==> config.mk <==
export PLATFORM = sky130hd
export DESIGN_NAME = accel_stillness_bias_calibrator_unit
export DESIGN_NICKNAME = d
export VERILOG_FILES = /design/src/rtl/asbc_pkg.sv /design/src/rtl/asbc_axis_lane.sv /design/src/rtl/asbc_serial_div.sv /design/src/rtl/accel_stillness_bias_calibrator_unit.sv
export SDC_FILE = /design/constraint.sdc
export NUM_CORES = 1
export LEC_CHECK = 0
export ABC_CLOCK_PERIOD_IN_PS = 10010
export BUFFER_PORTS_ARGS = -buffer_cell sky130_fd_sc_hd__buf_2
export CORE_ASPECT_RATIO = 1.4
export CORE_MARGIN = 8
export CORE_UTILIZATION = 50
export DETAILED_ROUTE_END_ITERATION = 8
export PLACE_DENSITY = 0.79
export SKIP_LAST_GASP = 1
export SYNTH_ARGS = -nofsm -noshare
export SYNTH_HDL_FRONTEND = slang
export SYNTH_SLANG_ARGS = --single-unit
==> constraint.sdc <==
create_clock -name clock -period 10.01 [get_ports clock]
set_input_delay 1.5015 -clock clock [delete_from_list [all_inputs] [get_ports clock]]
set_output_delay 1.5015 -clock clock [all_outputs]
set_load 0.05 [all_outputs]
==> src/rtl/asbc_pkg.sv <==
package asbc_pkg;

   // Field and register widths fixed by the interface
   localparam int THR_BITS   = 16;
   localparam int STILL_BITS = 8;
   localparam int QC_BITS    = STILL_BITS + 1;
   localparam int MODE_BITS  = 2;
   localparam int DATA_BITS  = 32;
   localparam int ADDR_BITS  = 3;
   localparam int AXES       = 3;

   // Parameter defaults
   localparam int SAMPLE_BITS_DEF = 16;
   localparam int MAX_WINDOW_DEF  = 255;

   // Largest window the still_samples register can express
   localparam int WIN_LIMIT = (2 ** STILL_BITS) - 1;

   // Register reset values
   localparam logic [THR_BITS-1:0]   THR_RESET   = 16'd50;
   localparam logic [STILL_BITS-1:0] STILL_RESET = 8'd50;

   // Register indexes
   localparam logic [0:0] REG_MOTION_THRESHOLD = 1'b0;
   localparam logic [0:0] REG_STILL_SAMPLES    = 1'b1;

   // Calibration mode codes
   localparam logic [MODE_BITS-1:0] MODE_MOVING     = 2'd0;
   localparam logic [MODE_BITS-1:0] MODE_AVERAGING  = 2'd1;
   localparam logic [MODE_BITS-1:0] MODE_CALIBRATED = 2'd2;

   // Lane commands: parallel load, one serial step, take the trial sum, zero the sum
   typedef struct packed {
      logic load;
      logic step;
      logic commit;
      logic clear;
   } lane_ctrl_type;

   // Divider commands
   typedef struct packed {
      logic start;
      logic step;
   } div_ctrl_type;

   // Serial word length: wide enough for the running sum and the threshold compare
   function automatic int pass_bits(input int sample_bits, input int max_window);
      int cap;
      int sum_w;
      int cmp_w;
      cap   = (max_window > WIN_LIMIT) ? WIN_LIMIT : max_window;
      sum_w = sample_bits + $clog2(cap + 1) + 1;
      cmp_w = ((sample_bits > THR_BITS) ? sample_bits : THR_BITS) + 3;
      return (sum_w > cmp_w) ? sum_w : cmp_w;
   endfunction

endpackage

==> src/rtl/asbc_axis_lane.sv <==
module asbc_axis_lane #(
   parameter int SAMPLE_BITS = asbc_pkg::SAMPLE_BITS_DEF,
   parameter int PASS_BITS   = asbc_pkg::pass_bits(SAMPLE_BITS, asbc_pkg::MAX_WINDOW_DEF)
) (
   input  logic                                 clock,
   input  logic                                 reset,
   input  asbc_pkg::lane_ctrl_type              ctrl,
   input  logic signed [SAMPLE_BITS-1:0]        sample,
   input  logic [asbc_pkg::THR_BITS-1:0]        threshold,
   output logic                                 moved,
   output logic signed [PASS_BITS-1:0]          sum
);

   logic signed [SAMPLE_BITS-1:0] last_ff, last_in;
   logic [PASS_BITS-1:0] sum_ff, sum_in;
   logic [PASS_BITS-1:0] cur_sr_ff, cur_sr_in;
   logic [PASS_BITS-1:0] last_sr_ff, last_sr_in;
   logic [PASS_BITS-1:0] thr_sr_ff, thr_sr_in;
   logic [PASS_BITS-1:0] trial_ff, trial_in;
   logic cd_ff, cd_in, cp_ff, cp_in, cq_ff, cq_in, ca_ff, ca_in;
   logic p_ff, p_in, q_ff, q_in;

   logic c_bit, nl_bit, t_bit, s_bit;
   logic d_bit, nd_bit, p_bit, q_bit, a_bit;

   // Serial bit slices: d = cur - last, p = thr - d, q = d + thr, a = sum + cur
   always_comb begin
      c_bit  = cur_sr_ff[0];
      nl_bit = ~last_sr_ff[0];
      t_bit  = thr_sr_ff[0];
      s_bit  = sum_ff[0];
      d_bit  = c_bit ^ nl_bit ^ cd_ff;
      nd_bit = ~d_bit;
      p_bit  = t_bit ^ nd_bit ^ cp_ff;
      q_bit  = d_bit ^ t_bit ^ cq_ff;
      a_bit  = s_bit ^ c_bit ^ ca_ff;
   end

   // Next-state of the lane
   always_comb begin
      last_in    = last_ff;
      sum_in     = sum_ff;
      cur_sr_in  = cur_sr_ff;
      last_sr_in = last_sr_ff;
      thr_sr_in  = thr_sr_ff;
      trial_in   = trial_ff;
      cd_in      = cd_ff;
      cp_in      = cp_ff;
      cq_in      = cq_ff;
      ca_in      = ca_ff;
      p_in       = p_ff;
      q_in       = q_ff;
      if (ctrl.load) begin
         // capture the transfer, remember it as the previous sample
         cur_sr_in  = {{(PASS_BITS-SAMPLE_BITS){sample[SAMPLE_BITS-1]}}, sample};
         last_sr_in = {{(PASS_BITS-SAMPLE_BITS){last_ff[SAMPLE_BITS-1]}}, last_ff};
         thr_sr_in  = {{(PASS_BITS-asbc_pkg::THR_BITS){1'b0}}, threshold};
         last_in    = sample;
         cd_in      = 1'b1;
         cp_in      = 1'b1;
         cq_in      = 1'b0;
         ca_in      = 1'b0;
      end
      if (ctrl.step) begin
         // advance one bit, LSB first; the sum rotates back to itself
         cur_sr_in  = {1'b0, cur_sr_ff[PASS_BITS-1:1]};
         last_sr_in = {1'b0, last_sr_ff[PASS_BITS-1:1]};
         thr_sr_in  = {1'b0, thr_sr_ff[PASS_BITS-1:1]};
         sum_in     = {sum_ff[0], sum_ff[PASS_BITS-1:1]};
         trial_in   = {a_bit, trial_ff[PASS_BITS-1:1]};
         cd_in      = (c_bit & nl_bit) | (c_bit & cd_ff) | (nl_bit & cd_ff);
         cp_in      = (t_bit & nd_bit) | (t_bit & cp_ff) | (nd_bit & cp_ff);
         cq_in      = (d_bit & t_bit) | (d_bit & cq_ff) | (t_bit & cq_ff);
         ca_in      = (s_bit & c_bit) | (s_bit & ca_ff) | (c_bit & ca_ff);
         p_in       = p_bit;
         q_in       = q_bit;
      end
      if (ctrl.commit) begin
         sum_in = trial_ff;
      end
      if (ctrl.clear) begin
         sum_in = '0;
      end
   end

   // Model state: previous sample and running sum
   always_ff @(posedge clock) begin
      if (reset) begin
         last_ff <= '0;
         sum_ff  <= '0;
      end else begin
         last_ff <= last_in;
         sum_ff  <= sum_in;
      end
   end

   // Shift registers and carries
   always_ff @(posedge clock) begin
      cur_sr_ff  <= cur_sr_in;
      last_sr_ff <= last_sr_in;
      thr_sr_ff  <= thr_sr_in;
      trial_ff   <= trial_in;
      cd_ff      <= cd_in;
      cp_ff      <= cp_in;
      cq_ff      <= cq_in;
      ca_ff      <= ca_in;
      p_ff       <= p_in;
      q_ff       <= q_in;
   end

   // Sign bits of thr - d and d + thr after the last step
   assign moved = p_ff | q_ff;
   assign sum   = sum_ff;

endmodule

==> src/rtl/asbc_serial_div.sv <==
module asbc_serial_div #(
   parameter int SAMPLE_BITS = asbc_pkg::SAMPLE_BITS_DEF,
   parameter int PASS_BITS   = asbc_pkg::pass_bits(SAMPLE_BITS, asbc_pkg::MAX_WINDOW_DEF)
) (
   input  logic                                 clock,
   input  asbc_pkg::div_ctrl_type               ctrl,
   input  logic signed [PASS_BITS-1:0]          dividend,
   input  logic [asbc_pkg::STILL_BITS-1:0]      divisor,
   output logic signed [SAMPLE_BITS-1:0]        quotient
);

   logic neg_ff, neg_in;
   logic [PASS_BITS-1:0] mag_ff, mag_in;
   logic [PASS_BITS-1:0] quo_ff, quo_in;
   logic [asbc_pkg::STILL_BITS-1:0] rem_ff, rem_in;
   logic [asbc_pkg::STILL_BITS:0] shifted, diff;
   logic ge;

   // One restoring step: bring down the next dividend bit, subtract if it fits
   always_comb begin
      shifted = {rem_ff, mag_ff[PASS_BITS-1]};
      diff    = shifted - {1'b0, divisor};
      ge      = shifted >= {1'b0, divisor};
   end

   always_comb begin
      neg_in = neg_ff;
      mag_in = mag_ff;
      quo_in = quo_ff;
      rem_in = rem_ff;
      if (ctrl.start) begin
         // divide magnitudes, fix the sign at the end
         neg_in = dividend[PASS_BITS-1];
         mag_in = dividend[PASS_BITS-1] ? (~dividend + {{(PASS_BITS-1){1'b0}}, 1'b1})
                                        : dividend;
         quo_in = '0;
         rem_in = '0;
      end else if (ctrl.step) begin
         mag_in = {mag_ff[PASS_BITS-2:0], 1'b0};
         quo_in = {quo_ff[PASS_BITS-2:0], ge};
         rem_in = ge ? diff[asbc_pkg::STILL_BITS-1:0] : shifted[asbc_pkg::STILL_BITS-1:0];
      end
   end

   always_ff @(posedge clock) begin
      neg_ff <= neg_in;
      mag_ff <= mag_in;
      quo_ff <= quo_in;
      rem_ff <= rem_in;
   end

   // Truncation toward zero: negate the magnitude quotient for a negative sum
   assign quotient = neg_ff ? (~quo_ff[SAMPLE_BITS-1:0] + {{(SAMPLE_BITS-1){1'b0}}, 1'b1})
                            : quo_ff[SAMPLE_BITS-1:0];

endmodule

==> src/rtl/accel_stillness_bias_calibrator_unit.sv <==
// A result is registered after each axis lane's serial pass, the decide state and the
//   output state; the sample ending calibration adds the serial divide and latch.
// One sample at a time: req_stall stays high until the last result is in the
//   output register. Each lane works bit-serially over the PASS_BITS-wide sum word.
// Reset: synchronous, active high; clears mode, counters, sums, biases and the previous
//   sample, and loads motion_threshold and still_samples with 50.
module accel_stillness_bias_calibrator_unit #(
   parameter int SAMPLE_BITS = asbc_pkg::SAMPLE_BITS_DEF,
   parameter int MAX_WINDOW  = asbc_pkg::MAX_WINDOW_DEF
) (
   input  logic                                  clock,
   input  logic                                  reset,
   input  logic                                  req_valid,
   output logic                                  req_stall,
   input  logic signed [SAMPLE_BITS-1:0]         req_accel_x,
   input  logic signed [SAMPLE_BITS-1:0]         req_accel_y,
   input  logic signed [SAMPLE_BITS-1:0]         req_accel_z,
   output logic                                  rsp_valid,
   input  logic                                  rsp_stall,
   output logic [asbc_pkg::MODE_BITS-1:0]        rsp_cal_mode,
   output logic signed [SAMPLE_BITS-1:0]         rsp_bias_x,
   output logic signed [SAMPLE_BITS-1:0]         rsp_bias_y,
   output logic signed [SAMPLE_BITS-1:0]         rsp_bias_z,
   input  logic                                  psel,
   input  logic                                  penable,
   input  logic                                  pwrite,
   input  logic [asbc_pkg::ADDR_BITS-1:0]        paddr,
   input  logic [asbc_pkg::DATA_BITS-1:0]        pwdata,
   output logic [asbc_pkg::DATA_BITS-1:0]        prdata,
   output logic                                  pready
);

   localparam int PASS_BITS = asbc_pkg::pass_bits(SAMPLE_BITS, MAX_WINDOW);
   localparam int CNT_BITS  = $clog2(PASS_BITS);
   localparam int SB_W      = asbc_pkg::STILL_BITS;
   localparam int QC_W      = asbc_pkg::QC_BITS;
   localparam int WIN_CAP_I = (MAX_WINDOW > asbc_pkg::WIN_LIMIT) ? asbc_pkg::WIN_LIMIT
                                                                 : MAX_WINDOW;
   localparam logic [SB_W-1:0]     WIN_CAP   = WIN_CAP_I[SB_W-1:0];
   localparam logic [CNT_BITS-1:0] LAST_STEP = CNT_BITS'(PASS_BITS - 1);

   typedef enum logic [5:0] {
      ST_IDLE   = 6'b000001,
      ST_PASS   = 6'b000010,
      ST_DECIDE = 6'b000100,
      ST_DIV    = 6'b001000,
      ST_LATCH  = 6'b010000,
      ST_OUT    = 6'b100000
   } state_type;

   state_type state_ff, state_in;
   logic [CNT_BITS-1:0] count_ff, count_in;
   logic [QC_W-1:0] quiet_ff, quiet_in;
   logic [asbc_pkg::MODE_BITS-1:0] mode_ff, mode_in;
   logic signed [SAMPLE_BITS-1:0] bias_ff [asbc_pkg::AXES];
   logic signed [SAMPLE_BITS-1:0] bias_in [asbc_pkg::AXES];
   logic [asbc_pkg::THR_BITS-1:0] thr_ff, thr_in;
   logic [SB_W-1:0] still_ff, still_in;
   logic rsp_valid_ff, rsp_valid_in;
   logic [asbc_pkg::MODE_BITS-1:0] rsp_mode_ff, rsp_mode_in;
   logic signed [SAMPLE_BITS-1:0] rsp_bias_ff [asbc_pkg::AXES];
   logic signed [SAMPLE_BITS-1:0] rsp_bias_in [asbc_pkg::AXES];

   asbc_pkg::lane_ctrl_type lane_ctrl;
   asbc_pkg::div_ctrl_type  div_ctrl;
   logic signed [SAMPLE_BITS-1:0] sample [asbc_pkg::AXES];
   logic [asbc_pkg::AXES-1:0] moved_vec;
   logic signed [PASS_BITS-1:0] sum_vec [asbc_pkg::AXES];
   logic signed [SAMPLE_BITS-1:0] quo_vec [asbc_pkg::AXES];

   logic accept, out_free, calibrated, moved_any, csr_write;
   logic [SB_W-1:0] win_n;
   logic [QC_W-1:0] n_ext, twice_n;
   logic [0:0] reg_idx;

   assign sample[0] = req_accel_x;
   assign sample[1] = req_accel_y;
   assign sample[2] = req_accel_z;

   // Per-axis serial datapath
   for (genvar g = 0; g < asbc_pkg::AXES; g++) begin : g_axis
      asbc_axis_lane #(
         .SAMPLE_BITS (SAMPLE_BITS),
         .PASS_BITS   (PASS_BITS)
      ) u_lane (
         .clock     (clock),
         .reset     (reset),
         .ctrl      (lane_ctrl),
         .sample    (sample[g]),
         .threshold (thr_ff),
         .moved     (moved_vec[g]),
         .sum       (sum_vec[g])
      );

      asbc_serial_div #(
         .SAMPLE_BITS (SAMPLE_BITS),
         .PASS_BITS   (PASS_BITS)
      ) u_div (
         .clock    (clock),
         .ctrl     (div_ctrl),
         .dividend (sum_vec[g]),
         .divisor  (win_n),
         .quotient (quo_vec[g])
      );
   end

   // Handshake and window length
   always_comb begin
      req_stall  = (state_ff != ST_IDLE);
      accept     = req_valid && !req_stall;
      out_free   = !rsp_valid_ff || !rsp_stall;
      calibrated = (mode_ff == asbc_pkg::MODE_CALIBRATED);
      moved_any  = |moved_vec;
      win_n      = (still_ff == '0) ? {{(SB_W-1){1'b0}}, 1'b1} : still_ff;
      if (win_n > WIN_CAP) begin
         win_n = WIN_CAP;
      end
      n_ext   = {1'b0, win_n};
      twice_n = {win_n, 1'b0};
   end

   // Sequencer
   always_comb begin
      state_in     = state_ff;
      count_in     = count_ff;
      quiet_in     = quiet_ff;
      mode_in      = mode_ff;
      bias_in      = bias_ff;
      rsp_valid_in = rsp_valid_ff;
      rsp_mode_in  = rsp_mode_ff;
      rsp_bias_in  = rsp_bias_ff;
      lane_ctrl    = '0;
      div_ctrl     = '0;

      // drop the result once it is taken
      if (rsp_valid_ff && !rsp_stall) begin
         rsp_valid_in = 1'b0;
      end

      case (state_ff)
         ST_IDLE: begin
            if (accept) begin
               lane_ctrl.load = 1'b1;
               count_in       = '0;
               state_in       = ST_PASS;
            end
         end
         ST_PASS: begin
            lane_ctrl.step = 1'b1;
            count_in       = count_ff + 1'b1;
            if (count_ff == LAST_STEP) begin
               state_in = ST_DECIDE;
            end
         end
         ST_DECIDE: begin
            state_in = ST_OUT;
            if (!calibrated && moved_any) begin
               // motion restarts the whole process
               quiet_in        = '0;
               mode_in         = asbc_pkg::MODE_MOVING;
               lane_ctrl.clear = 1'b1;
            end else if (quiet_ff < n_ext && !calibrated) begin
               quiet_in = quiet_ff + 1'b1;
            end else if (n_ext <= quiet_ff && quiet_ff < twice_n) begin
               mode_in          = asbc_pkg::MODE_AVERAGING;
               quiet_in         = quiet_ff + 1'b1;
               lane_ctrl.commit = 1'b1;
            end else if (quiet_ff == twice_n) begin
               // window complete: divide the sums, then latch
               div_ctrl.start  = 1'b1;
               lane_ctrl.clear = 1'b1;
               quiet_in        = '0;
               mode_in         = asbc_pkg::MODE_CALIBRATED;
               count_in        = '0;
               state_in        = ST_DIV;
            end
         end
         ST_DIV: begin
            div_ctrl.step = 1'b1;
            count_in      = count_ff + 1'b1;
            if (count_ff == LAST_STEP) begin
               state_in = ST_LATCH;
            end
         end
         ST_LATCH: begin
            bias_in  = quo_vec;
            state_in = ST_OUT;
         end
         ST_OUT: begin
            // hold until the output register is free
            if (out_free) begin
               rsp_valid_in = 1'b1;
               rsp_mode_in  = mode_ff;
               rsp_bias_in  = bias_ff;
               state_in     = ST_IDLE;
            end
         end
         default: begin
            state_in = ST_IDLE;
         end
      endcase
   end

   // Configuration writes
   always_comb begin
      reg_idx   = paddr[asbc_pkg::ADDR_BITS-1:2];
      csr_write = psel && penable && pwrite && pready;
      thr_in    = thr_ff;
      still_in  = still_ff;
      if (csr_write) begin
         case (reg_idx)
            asbc_pkg::REG_MOTION_THRESHOLD: thr_in   = pwdata[asbc_pkg::THR_BITS-1:0];
            asbc_pkg::REG_STILL_SAMPLES:    still_in = pwdata[SB_W-1:0];
            default: begin
               thr_in = thr_ff;
            end
         endcase
      end
   end

   // Configuration reads
   always_comb begin
      prdata = '0;
      if (paddr[1:0] == 2'b00) begin
         case (reg_idx)
            asbc_pkg::REG_MOTION_THRESHOLD:
               prdata = {{(asbc_pkg::DATA_BITS-asbc_pkg::THR_BITS){1'b0}}, thr_ff};
            asbc_pkg::REG_STILL_SAMPLES:
               prdata = {{(asbc_pkg::DATA_BITS-SB_W){1'b0}}, still_ff};
            default: begin
               prdata = '0;
            end
         endcase
      end
   end

   assign pready = 1'b1;

   always_ff @(posedge clock) begin
      if (reset) begin
         state_ff     <= ST_IDLE;
         count_ff     <= '0;
         quiet_ff     <= '0;
         mode_ff      <= asbc_pkg::MODE_MOVING;
         bias_ff      <= '{default: '0};
         thr_ff       <= asbc_pkg::THR_RESET;
         still_ff     <= asbc_pkg::STILL_RESET;
         rsp_valid_ff <= 1'b0;
      end else begin
         state_ff     <= state_in;
         count_ff     <= count_in;
         quiet_ff     <= quiet_in;
         mode_ff      <= mode_in;
         bias_ff      <= bias_in;
         thr_ff       <= thr_in;
         still_ff     <= still_in;
         rsp_valid_ff <= rsp_valid_in;
      end
   end

   // Result payload
   always_ff @(posedge clock) begin
      rsp_mode_ff <= rsp_mode_in;
      rsp_bias_ff <= rsp_bias_in;
   end

   assign rsp_valid    = rsp_valid_ff;
   assign rsp_cal_mode = rsp_mode_ff;
   assign rsp_bias_x   = rsp_bias_ff[0];
   assign rsp_bias_y   = rsp_bias_ff[1];
   assign rsp_bias_z   = rsp_bias_ff[2];

   // Calibrated mode is final until reset
   a_cal_holds: assert property (@(posedge clock) disable iff (reset)
      mode_ff == asbc_pkg::MODE_CALIBRATED |=> mode_ff == asbc_pkg::MODE_CALIBRATED)
      else $error("calibrated mode left");

   // The counter rests at zero once calibrated
   a_cal_quiet_zero: assert property (@(posedge clock) disable iff (reset)
      mode_ff == asbc_pkg::MODE_CALIBRATED |-> quiet_ff == '0)
      else $error("quiet counter moved after calibration");

   // Biases stay zero until calibration completes
   a_bias_zero: assert property (@(posedge clock) disable iff (reset)
      mode_ff != asbc_pkg::MODE_CALIBRATED |->
         (bias_ff[0] == '0 && bias_ff[1] == '0 && bias_ff[2] == '0))
      else $error("bias latched before calibration");

   // A transfer always starts a serial pass
   a_accept_pass: assert property (@(posedge clock) disable iff (reset)
      (req_valid && !req_stall) |=> state_ff == ST_PASS)
      else $error("accepted sample did not start a pass");

endmodule
=== Word-level counts from Yosys, hierarchy flattened ===
Index checks and enable logic that the tools add are counted.

* Flip-flop bits (word level): 731
* Bits in latches: 0
* Bits in writable memories: 0
* ROM bits: 0
* Bits of input ports: 90
* Output and inout bits: 85
* Word-level logic and storage cells: 331
* Memories kept: 0

* Add/subtract/negate cells: 11
* Multiply operators: 0
* Div/mod/pow operators: 0
* Magnitude comparators: 7
* Eq/ne operators: 19
* Shift operators: 0
* Mux-type cells: 95
* Bitwise gates (word level): 100
* Reduce and logical (&&, ||, !) cells: 30

{| class="wikitable"
|+ Operator list
! operator !! count
|-
| 25-bit two-way mux || 15
|-
| 24-bit two-way mux || 13
|-
| 25-bit by 1-bit adder with 25-bit output, second input constant || 3
|-
| 25-bit NOT || 3
|-
| 23-bit two-way mux || 3
|-
| 32-bit case mux with 2 select lines || 1
|-
| 16-bit by 1-bit adder with 16-bit output, second input constant || 3
|-
| 16-bit two-way mux || 3
|-
| 6-bit two-way mux || 8
|-
| 16-bit NOT || 3
|-
| 8-bit two-way mux || 5
|-
| 1-bit AND || 36
|-
| 9-bit two-way mux || 4
|-
| 6-bit case mux with 6 select lines || 1
|-
| 32-bit two-way mux || 1
|-
| 1-bit two-way mux || 29
|-
| 9-bit by 8-bit greater-or-equal comparator with 1-bit output || 3
|-
| 1-bit OR || 27
|-
| 5-bit two-way mux || 5
|-
| 8-bit subtractor || 3
|-
| 1-bit bitwise XOR || 24
|-
| 2-bit != test, second input constant || 9
|-
| 5-bit case mux with 3 select lines || 1
|-
| 2-bit two-way mux || 6
|-
| other kinds (31) || 53
|}

=== Longest topological paths before layout ===
* Word-level depth: 11
* Gate-level depth with buffers: 13

=== Modules after synthesis ===
From an unflattened synthesis, not the netlist that was laid out.

* Cell total of the unflattened synthesis: 2857
* Area total of the unflattened synthesis: 32949.1 sq um

{| class="wikitable"
|+ Modules (own cells, without submodules)
! module !! times used !! cells an instance !! area each (sq um)
|-
| asbc_axis_lane || 3 || 377 || 5736.8
|-
| asbc_serial_div || 3 || 367 || 3243.1
|-
| accel_stillness_bias_calibrator_unit || 1 || 625 || 6009.5
|}

=== Worst setup path after synthesis ===
No wires, ideal clock.

* Path kind: flip-flop to flip-flop
* Start: reg still_ff[3]
* End: reg g_axis[0].u_div.mag_ff[0], enable pin
* Library setup time: 612 ps
* Data arrival time: 7292 ps
* Setup slack: 2105 ps
* Stages on the path, launching flop included: 11
* Clock period less this slack: 7905 ps
* Path through: dfxtp_1 > nor4_1 > a21o_1 > inv_1 > ha_1 > inv_1 > or3b_1 > o211ai_1 > or2_2 > nand2_1 > o21ai_0

* Longest elaborated chain between the ends: 11

{| class="wikitable"
|+ Ends and longest elaborated chain
! what !! line !! text
|-
| start, declared || accel_stillness_bias_calibrator_unit.sv:58 || <nowiki>logic [SB_W-1:0] still_ff, still_in;</nowiki>
|-
| start signal, assigned || accel_stillness_bias_calibrator_unit.sv:247 || <nowiki>still_ff <= asbc_pkg::STILL_RESET;</nowiki>
|-
| start signal, assigned || accel_stillness_bias_calibrator_unit.sv:256 || <nowiki>still_ff <= still_in;</nowiki>
|-
| 8-bit zero test || accel_stillness_bias_calibrator_unit.sv:114 || <nowiki>win_n = (still_ff == '0) ? {{(SB_W-1){1'b0}}, 1'b1} : still_ff;</nowiki>
|-
| 8-bit two-way mux * || accel_stillness_bias_calibrator_unit.sv:114 ||
|-
| 8-bit > comparator || accel_stillness_bias_calibrator_unit.sv:115 || <nowiki>if (win_n > WIN_CAP) begin</nowiki>
|-
| 8-bit two-way mux * || accel_stillness_bias_calibrator_unit.sv:115 ||
|-
| 8-bit by 9-bit less-or-equal comparator with 1-bit output (tied with other cells) || accel_stillness_bias_calibrator_unit.sv:164 || <nowiki>end else if (n_ext <= quiet_ff && quiet_ff < twice_n) begin</nowiki>
|-
| 1-bit logical AND or 1-bit two-way mux (tied branches) || accel_stillness_bias_calibrator_unit.sv:164, accel_stillness_bias_calibrator_unit.sv:168 ||
|-
| 1-bit two-way mux || accel_stillness_bias_calibrator_unit.sv:164 ||
|-
| 1-bit two-way mux * || accel_stillness_bias_calibrator_unit.sv:162 || <nowiki>end else if (quiet_ff < n_ext && !calibrated) begin</nowiki>
|-
| 1-bit two-way mux * || accel_stillness_bias_calibrator_unit.sv:157 || <nowiki>if (!calibrated && moved_any) begin</nowiki>
|-
| 1-bit two-way mux * || accel_stillness_bias_calibrator_unit.sv:140 || <nowiki>case (state_ff)</nowiki>
|-
| 2-bit nonzero test (no source line) * || -- ||
|-
| end signal, assigned || asbc_serial_div.sv:47 || <nowiki>mag_ff <= mag_in;</nowiki>
|-
| end, declared || asbc_serial_div.sv:13 || <nowiki>logic [PASS_BITS-1:0] mag_ff, mag_in;</nowiki>
|}

Every way passes the cells marked *; elsewhere a longest branch is shown, timed or not.
A chain may end at the register's enable or synchronous reset.

=== Final worst setup path ===
* Start: reg still_ff[3]
* End: reg g_axis[0].u_div.mag_ff[9], enable pin

Same word-level chain as after synthesis.

==> reports/summary.txt <==
run status -> finished clean
sequential fraction of the synthesis area -> 0.5892
drt initial violations -> 1585
clk root buf -> clkbuf_16
Die Height -> 303.3 um
clk slew on worst S/H paths -> 0.06 ns
Leak Pwr -> 12.59 nW
minimum clock period -> 4.262 ns
area leader, netlist -> edfxtp_1
initial antenna violation count -> 3
Die Area -> 67090 um2
placed wire-length estimate -> 36170 um
CP max FO -> 58
GRT overflow -> 0
Synth async-reset ratio -> 0
via/cell ratio -> 5.535
fin nets -> 3107
final setup fails -> 0
Arrival @ worst endpoint -> 4.48 ns
vias after detailed routing -> 20800
setup TNS -> 0 ns
Ports -> 175
Distinct cells, synth -> 65
Sequential Area -> 17370 um2
CTS Buffer Depth -> 3
CTS Sinks -> 677
Worst slew margin -> 0.2232
syn avg cell area -> 10.18 um2
total track usage -> 0.1727
Post-Syn Area -> 29480 um2
# hold bufs at CTS -> 0
row count -> 105
fill cell count -> 4834
Post-route DRC -> 0
Synth Register Bits -> 677
TritonCTS Buffers -> 66
total setup buffers inserted after CTS -> 0
share of layout cells above drive strength 1 -> 0.09814
CTS tree -> done
Synth top cells by count -> 730 x nand2_1, 381 x edfxtp_1, 296 x dfxtp_1, 271 x a21oi_1, 165 x nor2_1
hold crit path type -> flop to flop
Routed WL per cell -> 15.78 um
Post-Route WL -> 59300 um
drt first pass iters -> 5
max-cap viol count -> 0
post-synth top area share -> 0.3881
yosys warns -> 0
final hold violation count -> 0
Setup Skew -> 0.02209 ns
RePlAce Congestion -> 0.8280
Die W -> 221.2 um
core area -> 58460 um2
Setup crit end kind -> flop
Multi-input gate area -> 11170 um2
Initial Utilization -> 0.5042
Required @ worst endpoint -> 10.23 ns
Placed Cells -> 3634
port buffer count -> 141
Max Slew Vio Count -> 0
Post-synth EDFFs -> 381
Slew @ Worst Pin -> 1.165 ns
count leader, synth -> nand2_1
post-route ant nets -> 0
Non-Filler Instances -> 3757
peak supply drop -> 0.0001521 V
first-pass GRT wire length -> 98210 um
number of global-route vias before repair -> 20060
Top FF cell, synth -> edfxtp_1
largest net degree at the start of global routing -> 182
depth of the CTS H-tree -> 3
synth top area cells -> edfxtp_1 39%, dfxtp_1 20%, nand2_1 9.3%
Max Freq -> 234.7 MHz
clock latency on the worst-skew pair -> 0.61 ns
fin crit share -> 0.4257
RSZ-0062 raised after global routing -> no
CTS resizes -> 0
Post-Synthesis Cells -> 2895
Area Growth Syn to Fin -> 11.19%
startpoint type of the worst setup path -> flop
Power per Cell Area -> 200.0 nW/um2
kind of critical path -> flop to flop
==> power by group <==
group | total [mW] | switching (mW) | internal (mW)
sequential | 3.39 | 0.0974 | 3.30
combinational | 0.637 | 0.475 | 0.162
clock | 2.53 | 1.06 | 1.47
==> sequential cells by signal, summed over array words and instances, names as in the netlist, 6 cells and up <==
name                      cells
bias_ff                      48
g_axis.u_div.mag_ff          75
g_axis.u_div.quo_ff          48
g_axis.u_div.rem_ff          24
g_axis.u_lane.cur_sr_ff      75
g_axis.u_lane.last_ff        48
g_axis.u_lane.last_sr_ff     75
g_axis.u_lane.sum            75
g_axis.u_lane.thr_sr_ff      16
g_axis.u_lane.trial_ff       75
quiet_ff                      9
rsp_bias_x                   16
rsp_bias_y                   16
rsp_bias_z                   16
state_ff                      6
still_ff                      8
thr_ff                       16
==> metal layers <==
| metal | track usage | routed length [um] | up-vias |
|---|---|---|---|
| li1 | - | - | 10280 |
| met1 | 0.2043 | 24220 | 9915 |
| met2 | 0.3058 | 30010 | 483 |
| met3 | 0.03394 | 3237 | 117 |
| met4 | 0.07192 | 1823 | 2 |
| met5 | 0 | 13 | - |
==> layout make-up <==
cell class	instances	share of cell area
flip-flops and latches	677	0.5299
multi-input cells	1989	0.3409
clock buffers	88	0.05513
well taps	749	0.02860
repair buffers	163	0.02665
clock inverters	33	0.01206
inverters	56	0.006643
diodes	2	0.0001527
==> cells in the final DEF (no fill, tap or decap), types with 15 or more instances in the layout <==
| cell type | Yosys | final |
|---|---|---|
| xor2_1 | 82 | 82 |
| o22ai_1 | 36 | 36 |
| inv_1 | 55 | 55 |
| clkbuf_1 | 126 | 17 |
| a22oi_1 | 72 | 72 |
| buf_4 | 21 | 23 |
| or3_1 | 18 | 18 |
| a21o_1 | 63 | 63 |
| edfxtp_1 | 381 | 381 |
| nand4_1 | 15 | 15 |
| nand3_1 | 15 | 15 |
| ha_1 | 49 | 49 |
| mux2i_1 | 25 | 25 |
| fa_1 | 15 | 15 |
| o21ai_0 | 103 | 102 |
| clkinv_2 | 0 | 15 |
| or4_1 | 16 | 16 |
| o31ai_1 | 33 | 33 |
| a21oi_1 | 271 | 270 |
| xnor2_1 | 29 | 29 |
| conb_1 | 2 | 17 |
| nor3_1 | 18 | 18 |
| and2_1 | 20 | 19 |
| buf_2 | 33 | 140 |
| dfxtp_1 | 296 | 296 |
| nor2_1 | 165 | 164 |
| clkbuf_16 | 0 | 68 |
| a211oi_1 | 37 | 37 |
| nand2_1 | 730 | 728 |
| nor2b_1 | 17 | 17 |
==> metrics by stage <==
stage          area, um2  total power [mW]  hold slack [ns]  utilization  setup slack [ns]
4_1_cts            32770             6.618           0.4299       0.5605             5.720
3_5_place_dp       30570             4.091           0.4162       0.5228             5.379
3_3_place_gp       30570             4.059           0.4122       0.5228             5.436
2_1_floorplan      29530             3.937           0.4064            -             2.105
5_1_grt            32770             6.819           0.4389       0.5605             5.444
6_report           32770             6.556           0.4293       0.5606             5.748
==> critical path, cell delays in order, from the launching register on <==
cell,delay [ns]
dfxtp_1,0.37
nor4_1,0.30
a21o_1,0.31
inv_1,0.08
ha_1,0.27
inv_1,0.03
or3b_1,0.36
o211ai_1,0.24
or2_2,0.24
nand2_1,0.31
o21ai_4,0.61
buf_4,0.72
==> worst paths after layout <==
check                                  from                         to  slack, ns  depth (start not counted)
worst max-delay path            still_ff[3]  g_axis[0].u_div.mag_ff[9]       5.75                         11
worst min-delay path            bias_ff[21]              rsp_bias_y[5]       0.43                          0
worst max register to register  still_ff[3]  g_axis[0].u_div.mag_ff[9]       5.75                         11
worst min register to register  bias_ff[21]              rsp_bias_y[5]       0.43                          0
==> logic make-up after synthesis <==
family | count (synthesis) | synth area share
AND/OR/NAND/NOR | 1084 | 0.1566
flip-flops | 677 | 0.5892
AO/OA/AOI/OAI | 674 | 0.1402
buffers and inverters | 244 | 0.03591
XOR/XNOR | 111 | 0.03298
adder cells (fa/ha/maj) | 64 | 0.03099
multiplexers | 39 | 0.01384
other | 2 | 0.0002548
No activity file was read; power rests on OpenSTA's default activity.
